$ cat src/hw/rtl/hmap_pkg.sv
`default_nettype none
package hmap_pkg;

	// Number of slots in the table.
	localparam int unsigned CAPACITY = 16;

	// Slot index width, and a counter wide enough to hold CAPACITY itself.
	localparam int unsigned IDX_W = (CAPACITY > 1) ? $clog2(CAPACITY) : 1;
	localparam int unsigned CNT_W = $clog2(CAPACITY + 1);

	// Power-of-two capacity lets the start index be a mask of the hash.
	localparam bit CAP_POW2 = ((CAPACITY & (CAPACITY - 1)) == 0);

	// Load mark: used * 4 >= CAPACITY * 3.
	localparam int unsigned LOAD_MARK = CAPACITY * 3;

	// One slot word: {hash, key, value}.
	localparam int unsigned WORD_W = 64;
	localparam int unsigned SLOT_W = 3 * WORD_W;

	// Request selector codes.
	localparam logic MODE_GET = 1'b0;
	localparam logic MODE_PUT = 1'b1;

endpackage
`default_nettype wire

$ cat src/hw/rtl/hmap_ram.sv
`default_nettype none
module hmap_ram #(
	parameter int unsigned WIDTH = 8,
	parameter int unsigned DEPTH = 16
) (
	input  wire logic                                       clk,
	input  wire logic                                       we,
	input  wire logic [((DEPTH > 1) ? $clog2(DEPTH) : 1)-1:0] waddr,
	input  wire logic [WIDTH-1:0]                           wdata,
	input  wire logic [((DEPTH > 1) ? $clog2(DEPTH) : 1)-1:0] raddr,
	output logic      [WIDTH-1:0]                           rdata
);

	logic [WIDTH-1:0] mem [DEPTH];

	always_ff @(posedge clk) begin
		if (we) begin
			mem[waddr] <= wdata;
		end
		rdata <= mem[raddr];
	end

endmodule
`default_nettype wire

$ cat src/hw/rtl/hmap_mod.sv
`default_nettype none
// Start index: hash modulo CAPACITY.
// Power of two: registered mask. Otherwise: bit-serial remainder, 8 bits/cycle.
module hmap_mod
	import hmap_pkg::*;
(
	input  wire logic              clk,
	input  wire logic              arst_n,
	input  wire logic              start,
	input  wire logic [WORD_W-1:0] hash,
	output logic                   done,
	output logic      [IDX_W-1:0]  rem
);

	generate
		if (CAP_POW2) begin : g_mask
			logic             done_q;
			logic [IDX_W-1:0] rem_q;

			always_ff @(posedge clk or negedge arst_n) begin
				if (!arst_n) begin
					done_q <= 1'b0;
				end else begin
					done_q <= start;
				end
			end

			always_ff @(posedge clk) begin
				if (start) begin
					rem_q <= hash[IDX_W-1:0];
				end
			end

			assign done = done_q;
			assign rem  = rem_q;
		end else begin : g_serial
			localparam int unsigned BITS_PER_CYC = 8;
			localparam int unsigned ROUNDS       = WORD_W / BITS_PER_CYC;
			localparam int unsigned RND_W        = $clog2(ROUNDS + 1);

			logic [WORD_W-1:0] sh_q;
			logic [IDX_W-1:0]  r_q;
			logic [RND_W-1:0]  left_q;
			logic              done_q;
			logic [IDX_W-1:0]  r_n;

			// Restoring step per bit: r = 2r + bit, minus CAPACITY if it overflows.
			always_comb begin
				logic [IDX_W:0] t;
				t   = '0;
				r_n = r_q;
				for (int i = 0; i < BITS_PER_CYC; i++) begin
					t = {r_n, sh_q[WORD_W-1-i]};
					if (t >= (IDX_W+1)'(CAPACITY)) begin
						t = t - (IDX_W+1)'(CAPACITY);
					end
					r_n = t[IDX_W-1:0];
				end
			end

			always_ff @(posedge clk or negedge arst_n) begin
				if (!arst_n) begin
					left_q <= '0;
					done_q <= 1'b0;
				end else if (start) begin
					left_q <= RND_W'(ROUNDS);
					done_q <= 1'b0;
				end else if (left_q != '0) begin
					left_q <= left_q - RND_W'(1);
					done_q <= (left_q == RND_W'(1));
				end else begin
					done_q <= 1'b0;
				end
			end

			always_ff @(posedge clk) begin
				if (start) begin
					sh_q <= hash;
					r_q  <= '0;
				end else if (left_q != '0) begin
					sh_q <= sh_q << BITS_PER_CYC;
					r_q  <= r_n;
				end
			end

			assign done = done_q;
			assign rem  = r_q;
		end
	endgenerate

endmodule
`default_nettype wire

$ cat src/hw/rtl/open_addressed_hash_map_core.sv
`default_nettype none
// Channel   Beat carries                                         Handshake
// req       mode, key, key_hash, new_value, default_value        req_valid / req_stall
// rsp       result_value, found, table_full, load_high           rsp_valid / rsp_stall
//
// One request at a time. A request passes the start index (ST_HASH), then a read and a
// check per probe (ST_READ, ST_CHECK) for p probes, p from 1 to CAPACITY, then the
// hand-off (ST_DONE); the next request is taken once the core is back in ST_IDLE. The
// slot RAM has a registered read, which is why each probe reads and then decides. A
// non-power-of-two capacity finds the start index by a serial remainder of the hash.
// Reset clears the slot used bits and the used count at once; key and value words in the
// RAM are never cleared and are only read behind a set used bit.
// A stalled response sits in the output register; the next request is still taken.
module open_addressed_hash_map_core
	import hmap_pkg::*;
(
	input  wire logic              clk,
	input  wire logic              arst_n,
	// request
	input  wire logic              req_valid,
	output logic                   req_stall,
	input  wire logic              mode,
	input  wire logic [WORD_W-1:0] key,
	input  wire logic [WORD_W-1:0] key_hash,
	input  wire logic [WORD_W-1:0] new_value,
	input  wire logic [WORD_W-1:0] default_value,
	// response
	output logic                   rsp_valid,
	input  wire logic              rsp_stall,
	output logic      [WORD_W-1:0] result_value,
	output logic                   found,
	output logic                   table_full,
	output logic                   load_high
);

	typedef enum logic [4:0] {
		ST_IDLE  = 5'b00001,
		ST_HASH  = 5'b00010,
		ST_READ  = 5'b00100,
		ST_CHECK = 5'b01000,
		ST_DONE  = 5'b10000
	} state_t;

	state_t state_q;

	// request held for the whole probe
	logic              mode_q;
	logic [WORD_W-1:0] key_q;
	logic [WORD_W-1:0] hash_q;
	logic [WORD_W-1:0] nval_q;
	logic [WORD_W-1:0] dval_q;

	// probe position
	logic [IDX_W-1:0]  idx_q;
	logic [CNT_W-1:0]  step_q;

	// table bookkeeping
	logic [CAPACITY-1:0] used_q;
	logic [CNT_W-1:0]    cnt_q;

	// pending result
	logic [WORD_W-1:0] res_val_q;
	logic              res_found_q;
	logic              res_full_q;

	// output register
	logic              rsp_valid_q;
	logic [WORD_W-1:0] rsp_val_q;
	logic              rsp_found_q;
	logic              rsp_full_q;
	logic              rsp_load_q;

	logic              req_acc;
	logic [WORD_W-1:0] hash_in;
	logic              mod_done;
	logic [IDX_W-1:0]  mod_rem;

	logic              ram_we;
	logic [SLOT_W-1:0] ram_wdata;
	logic [SLOT_W-1:0] ram_rdata;

	logic [WORD_W-1:0] slot_hash;
	logic [WORD_W-1:0] slot_key;
	logic [WORD_W-1:0] slot_val;
	logic              slot_used;
	logic              slot_hit;
	logic [CNT_W-1:0]  step_n;
	logic              probe_last;
	logic [IDX_W:0]    idx_sum;
	logic [IDX_W-1:0]  idx_n;
	logic              out_free;

	assign req_stall = (state_q != ST_IDLE);
	assign req_acc   = req_valid && !req_stall;

	// a zero hash probes as one; never-used slots are marked by the used bits
	assign hash_in = (key_hash == '0) ? WORD_W'(1) : key_hash;

	hmap_mod u_mod (
		.clk   (clk),
		.arst_n(arst_n),
		.start (req_acc),
		.hash  (hash_in),
		.done  (mod_done),
		.rem   (mod_rem)
	);

	// One RAM holds {hash, key, value} per slot; read address tracks idx_q, so the word
	// for the current slot is ready in ST_CHECK. Only one request is in flight and its
	// write lands in ST_CHECK, well before any later read of that slot.
	hmap_ram #(
		.WIDTH(SLOT_W),
		.DEPTH(CAPACITY)
	) u_slots (
		.clk  (clk),
		.we   (ram_we),
		.waddr(idx_q),
		.wdata(ram_wdata),
		.raddr(idx_q),
		.rdata(ram_rdata)
	);

	assign slot_hash = ram_rdata[3*WORD_W-1:2*WORD_W];
	assign slot_key  = ram_rdata[2*WORD_W-1:WORD_W];
	assign slot_val  = ram_rdata[WORD_W-1:0];
	assign slot_used = used_q[idx_q];
	assign slot_hit  = slot_used && (slot_hash == hash_q) && (slot_key == key_q);

	// put writes on a free slot or a matching key; the word is the same either way
	assign ram_we    = (state_q == ST_CHECK) && (mode_q == MODE_PUT) && (!slot_used || slot_hit);
	assign ram_wdata = {hash_q, key_q, nval_q};

	// triangular step: next index = (idx + step + 1) mod CAPACITY, sum stays below 2*CAPACITY
	assign step_n     = step_q + CNT_W'(1);
	assign probe_last = (step_n == CNT_W'(CAPACITY));
	assign idx_sum    = (IDX_W+1)'(idx_q) + (IDX_W+1)'(step_n);
	assign idx_n      = (idx_sum >= (IDX_W+1)'(CAPACITY)) ?
	                    IDX_W'(idx_sum - (IDX_W+1)'(CAPACITY)) : idx_sum[IDX_W-1:0];

	assign out_free = !rsp_valid_q || !rsp_stall;

	always_ff @(posedge clk or negedge arst_n) begin
		if (!arst_n) begin
			state_q <= ST_IDLE;
			used_q  <= '0;
			cnt_q   <= '0;
		end else begin
			unique case (state_q)
				ST_IDLE: begin
					if (req_acc) begin
						state_q <= ST_HASH;
					end
				end
				ST_HASH: begin
					if (mod_done) begin
						state_q <= ST_READ;
					end
				end
				ST_READ: begin
					state_q <= ST_CHECK;
				end
				ST_CHECK: begin
					if (!slot_used || slot_hit || probe_last) begin
						state_q <= ST_DONE;
					end else begin
						state_q <= ST_READ;
					end
					if (!slot_used && (mode_q == MODE_PUT)) begin
						used_q[idx_q] <= 1'b1;
						cnt_q         <= cnt_q + CNT_W'(1);
					end
				end
				ST_DONE: begin
					if (out_free) begin
						state_q <= ST_IDLE;
					end
				end
				default: begin
					state_q <= ST_IDLE;
				end
			endcase
		end
	end

	// request capture, probe position and result
	always_ff @(posedge clk) begin
		if (req_acc) begin
			mode_q <= mode;
			key_q  <= key;
			hash_q <= hash_in;
			nval_q <= new_value;
			dval_q <= default_value;
		end
		if (state_q == ST_HASH && mod_done) begin
			idx_q  <= mod_rem;
			step_q <= '0;
		end
		if (state_q == ST_CHECK) begin
			if (!(!slot_used || slot_hit || probe_last)) begin
				idx_q  <= idx_n;
				step_q <= step_n;
			end
			res_full_q <= 1'b0;
			if (mode_q == MODE_PUT) begin
				if (!slot_used || slot_hit) begin
					res_val_q   <= nval_q;
					res_found_q <= 1'b1;
				end else begin
					// used slot, other key: full unless a later probe finds a free or matching slot; nothing written
					res_val_q   <= '0;
					res_found_q <= 1'b0;
					res_full_q  <= 1'b1;
				end
			end else begin
				res_val_q   <= slot_hit ? slot_val : dval_q;
				res_found_q <= slot_hit;
			end
		end
	end

	// output register
	always_ff @(posedge clk or negedge arst_n) begin
		if (!arst_n) begin
			rsp_valid_q <= 1'b0;
		end else if (state_q == ST_DONE && out_free) begin
			rsp_valid_q <= 1'b1;
		end else if (!rsp_stall) begin
			rsp_valid_q <= 1'b0;
		end
	end

	// load flag uses the count after this request, already settled in ST_DONE
	always_ff @(posedge clk) begin
		if (state_q == ST_DONE && out_free) begin
			rsp_val_q   <= res_val_q;
			rsp_found_q <= res_found_q;
			rsp_full_q  <= res_full_q;
			rsp_load_q  <= ({cnt_q, 2'b00} >= (CNT_W+2)'(LOAD_MARK));
		end
	end

	assign rsp_valid    = rsp_valid_q;
	assign result_value = rsp_val_q;
	assign found        = rsp_found_q;
	assign table_full   = rsp_full_q;
	assign load_high    = rsp_load_q;

	// used count tracks the used bits
	a_cnt_matches: assert property (@(posedge clk) disable iff (!arst_n)
		cnt_q == CNT_W'($countones(used_q)))
		else $error("used count out of step with used bits");

	// slot RAM written only while deciding a put
	a_write_in_put: assert property (@(posedge clk) disable iff (!arst_n)
		ram_we |-> (state_q == ST_CHECK) && (mode_q == MODE_PUT))
		else $error("slot write outside a put decision");

	// a full table never also reports success, and answers zero
	a_full_excl: assert property (@(posedge clk) disable iff (!arst_n)
		(rsp_valid && table_full) |-> (!found && (result_value == '0)))
		else $error("table_full beat with found or nonzero value");

	// a used bit only ever goes up
	a_used_sticky: assert property (@(posedge clk) disable iff (!arst_n)
		(state_q != ST_IDLE) |=> ((used_q & $past(used_q)) == $past(used_q)))
		else $error("used bit cleared");

endmodule
`default_nettype wire

$ cat config.mk
export PLATFORM = sky130hd
export DESIGN_NAME = open_addressed_hash_map_core
export DESIGN_NICKNAME = d
export VERILOG_FILES = /design/src/hw/rtl/hmap_pkg.sv /design/src/hw/rtl/hmap_ram.sv /design/src/hw/rtl/hmap_mod.sv /design/src/hw/rtl/open_addressed_hash_map_core.sv
export SDC_FILE = /design/constraint.sdc
export NUM_CORES = 2
export LEC_CHECK = 0
export BUFFER_PORTS_ARGS = -buffer_cell sky130_fd_sc_hd__buf_4
export CAP_MARGIN = 10
export CORE_ASPECT_RATIO = 1.4
export CORE_MARGIN = 3
export CORE_UTILIZATION = 29
export CTS_BUF_LIST = sky130_fd_sc_hd__clkbuf_8 sky130_fd_sc_hd__clkbuf_16
export DETAILED_ROUTE_END_ITERATION = 8
export HOLD_SLACK_MARGIN = 0.15
export PLACE_DENSITY = 0.48
export SLEW_MARGIN = 20
export SYNTH_ARGS = -nofsm -noshare
export SYNTH_HDL_FRONTEND = slang
export SYNTH_SLANG_ARGS = --single-unit
$ cat constraint.sdc
create_clock -name clk -period 20.6 [get_ports clk]
set_input_delay 2.06 -clock clk [delete_from_list [all_inputs] [get_ports clk]]
set_output_delay 2.06 -clock clk [all_outputs]
set_load 0.05 [all_outputs]
==> run metrics <==
Routed WL=359000 um; Crit path arrival time=7.52 ns; Crit. Startpoint=key_q[7]; outcome=finished, final reports clean; grt ovf=0; EDFF count, synth=3462; DRC viols=0; Max Clock Skew=0.0510 ns; sequential power share=53.0%; Slew headroom=24.8%; f_max=0.143 GHz; Power, Total=15.2 mW; DR pass1 iterations=5; yosys warns=0; Syn Inst Count=5497; Final nets=6313; vias in the first global route=64234; sequential fraction of the synthesis area=80.0%; unrepaired setup endpoints after global routing=false; largest net degree at the start of global routing=146; Clock Path Buffers=4; Layout area overhead=17.3%; worst hold path class=flip-flop to flip-flop; Layout Cells excl Fill=12507; pwr dens=95.6 nW/um^2; static leakage=49.8 nW; post_cts resized=0; CTS tree=built; vias post-DR=59752; DIE AREA=477000 um^2; PortBufs=329; num ports=330; Worst Tran Pin Value=1.13 ns; CTS Hold Buffers Added=0; pre-CTS WS=13.57 ns; worst setup margin=13.62 ns; Placed Cells=11756; reg2reg start=key_q[7]; switch share=19.3%; Max VDD drop=59.5 uV; Final min period=6.98 ns; Die X=585 um; Hold Startpoint=res_val_q[39]; Post-Syn Area per Cell=24.7 um^2; met3 usage=2.67%; crit-path max FO=89; vias per std cell=4.78; Clock Sinks=3691; Net Count, Synth=5765; Core Area=466000 um^2; fillcell total=43003; Setup Buffers After CTS=0; drt first-iter violations=5026; WS Path Type=flip-flop to flip-flop; Netlist Area Pre-Place=136000 um^2; CTS root buf=clkbuf_16; Clock Pin Slew Worst Setup and Hold Paths=0.06 ns; Max Slew Vio Count=0; DR WL/cell=28.7 um; final hold vios=0; final RePlAce weighted congestion=0.710; Clk network pwr share=46.5%; Synth Register Bits=3691; initial antenna violation count=39; met1 Track Usage GR=19.4%; Setup Total Neg Slack=0 ns; M2 GR Usage=25.6%; sw power=2.95 mW; remaining antenna violation count after routing=0; power share of the combinational group=0.5%; htree depth=5; DP HPWL=194000 um; TritonCTS Buffers=394; Worst Setup Start Kind=flip-flop; count of endpoints failing setup in the final report=0; Initial Util=29.2%; Die H=816 um; Skew-Pair Late Insertion Delay=0.94 ns; row count=296; CP endpoint kind=flip-flop; Tot GR Track Use=14.8%; Synth Flop Type=edfxtp_1; final period utilization=33.9%; max-cap violations=0; Distinct cells, synth=52; first-pass GRT wire length=504000 um; busiest metal layer after global routing=met2; Internal Dissipation=12.3 mW; layout cells sized above 1=32.3%; FFs w/ async S/R, synth=0.759%; CP required=21.13 ns
-- sequential cells by signal, summed over array words and instances, names as in the netlist, 16 cells and up --
name / count
nval_q: 64
result_value: 64
res_val_q: 64
used_q: 16
key_q: 64
u_slots.mem: 3072
hash_q: 64
dval_q: 64
u_slots.rdata: 192
-- critical path: stages (launching register included) --
cell	delay, ns
edfxtp_1	0.67
xor2_1	0.30
nor4_1	0.87
nand4_1	0.46
nor4_2	0.63
a21oi_4	0.17
buf_4	0.35
nor4_2	0.50
buf_12	0.67
buf_4	0.85
buf_4	0.86
-- final cells by class --
| class | count | area (um^2) | area share (%) |
|---|---|---|---|
| multi-input combinational | 1486 | 26100 | 16.3 |
| clock inverter | 275 | 2220 | 1.39 |
| clock buffer | 467 | 11000 | 6.87 |
| tap | 6109 | 7640 | 4.80 |
| timing repair buffer | 462 | 3750 | 2.35 |
| sequential | 3691 | 109000 | 68.2 |
| inverter | 10 | 52.6 | 0.0330 |
| antenna | 7 | 17.5 | 0.0110 |
-- through the flow --
| step | cell area [um^2] | utilization (%) | hold WS [ns] |
|---|---|---|---|
| finish | 159000 | 34.2 | 0.417 |
| global placement | 146000 | 31.4 | 0.402 |
| detailed placement | 146000 | 31.4 | 0.405 |
| CTS | 159000 | 34.2 | 0.418 |
| global route | 159000 | 34.2 | 0.422 |
| floorplan | 136000 | - | 0.400 |
-- synthesized netlist by cell type (2+ instances only) --
cell type | instances | area, um^2
a21o_1 | 8 | 60.1
a21oi_1 | 2 | 10.0
a31o_1 | 2 | 17.5
a31o_2 | 2 | 17.5
and2_1 | 3 | 18.8
and3_1 | 3 | 18.8
buf_1 | 25 | 93.8
buf_2 | 72 | 360
buf_4 | 3 | 22.5
buf_6 | 6 | 67.6
clkbuf_1 | 204 | 766
dfrtp_1 | 27 | 676
dfxtp_1 | 201 | 4020
edfxtp_1 | 3462 | 104000
ha_1 | 6 | 75.1
inv_1 | 9 | 33.8
mux2_2 | 3 | 33.8
mux2i_1 | 135 | 1350
mux4_2 | 964 | 21700
nand2_1 | 27 | 101
nand2b_1 | 68 | 425
nand3_1 | 4 | 20.0
nand3b_1 | 3 | 22.5
nand4_1 | 15 | 93.8
nor2_1 | 4 | 15.0
nor2b_1 | 3 | 18.8
nor3_1 | 2 | 10.0
nor3b_1 | 2 | 15.0
nor4_1 | 65 | 407
nor4_2 | 2 | 25.0
o21ai_0 | 2 | 10.0
o21bai_1 | 6 | 45.0
or2_2 | 3 | 18.8
or3_1 | 2 | 12.5
xnor2_1 | 7 | 61.3
xor2_1 | 129 | 1130
-- power groups by stage --
stage / Sequential (mW) / Combinational, mW / Clock, mW
global placement: 8.24 / 0.0765 / 0
detailed placement: 8.24 / 0.0757 / 0
CTS: 8.08 / 0.0765 / 7.29
floorplan: 8.24 / 0.00421 / 0
global route: 8.08 / 0.0760 / 7.60
finish: 8.08 / 0.0704 / 7.09
-- path summary, 6_finish.rpt --
check | slack [ns] | endpoint | cells after the start
max in group asynchronous | 19.10 | used_q[14] | 1
hold / removal | 0.42 | result_value[39] | 0
hold reg to reg | 0.42 | result_value[39] | 0
setup reg to reg | 13.62 | u_slots.mem[7][59] | 10
min in group asynchronous | 1.11 | rsp_valid | 1
setup / recovery | 13.62 | u_slots.mem[7][59] | 10
-- cells by family after synthesis --
logic type,Yosys count,synth area share [%]
and+or+nand+nor,209,0.921
buffers and inverters,320,0.991
AOI/OAI and AO/OA,32,0.182
adders and majority gates,7,0.0700
muxes,1102,17.0
xor gates and xnor gates,136,0.876
DFF,3691,80.0
-- cell usage in the layout, fill, tap and decap left out, types with 4 or more instances in the layout --
master      Yosys  layout
clkinv_2        0      68
xnor2_1         7       7
inv_1           9     101
inv_6           0       8
clkbuf_16       0     402
dfxtp_1       201     198
clkinvlp_4      0       9
clkinv_8        0       7
nand2_1        27      27
xor2_1        129     129
bufinv_16       0      32
clkbuf_8        0      65
a21o_1          8       8
dfrtp_1        27      27
ha_1            6       6
o21bai_1        6       6
nor2_1          4       4
diode_2         0       7
nor4_1         65      43
clkinv_1        0      51
mux4_2        964     964
mux2i_1       135     135
nand3_1         4       4
nor4_2          2      23
nand4_1        15      15
buf_4           3     439
nand2b_1       68      68
buf_12          0      20
edfxtp_1     3462    3462
-- metal layers --
layer	share of wire [%]	wire, um	vias to the layer above
li1	-	-	24551
met1	41	148000	33137
met2	51	184000	1623
met3	5.4	19500	431
met4	2.0	7090	10
met5	0.015	55	-
No activity file was read; power rests on OpenSTA's default activity.
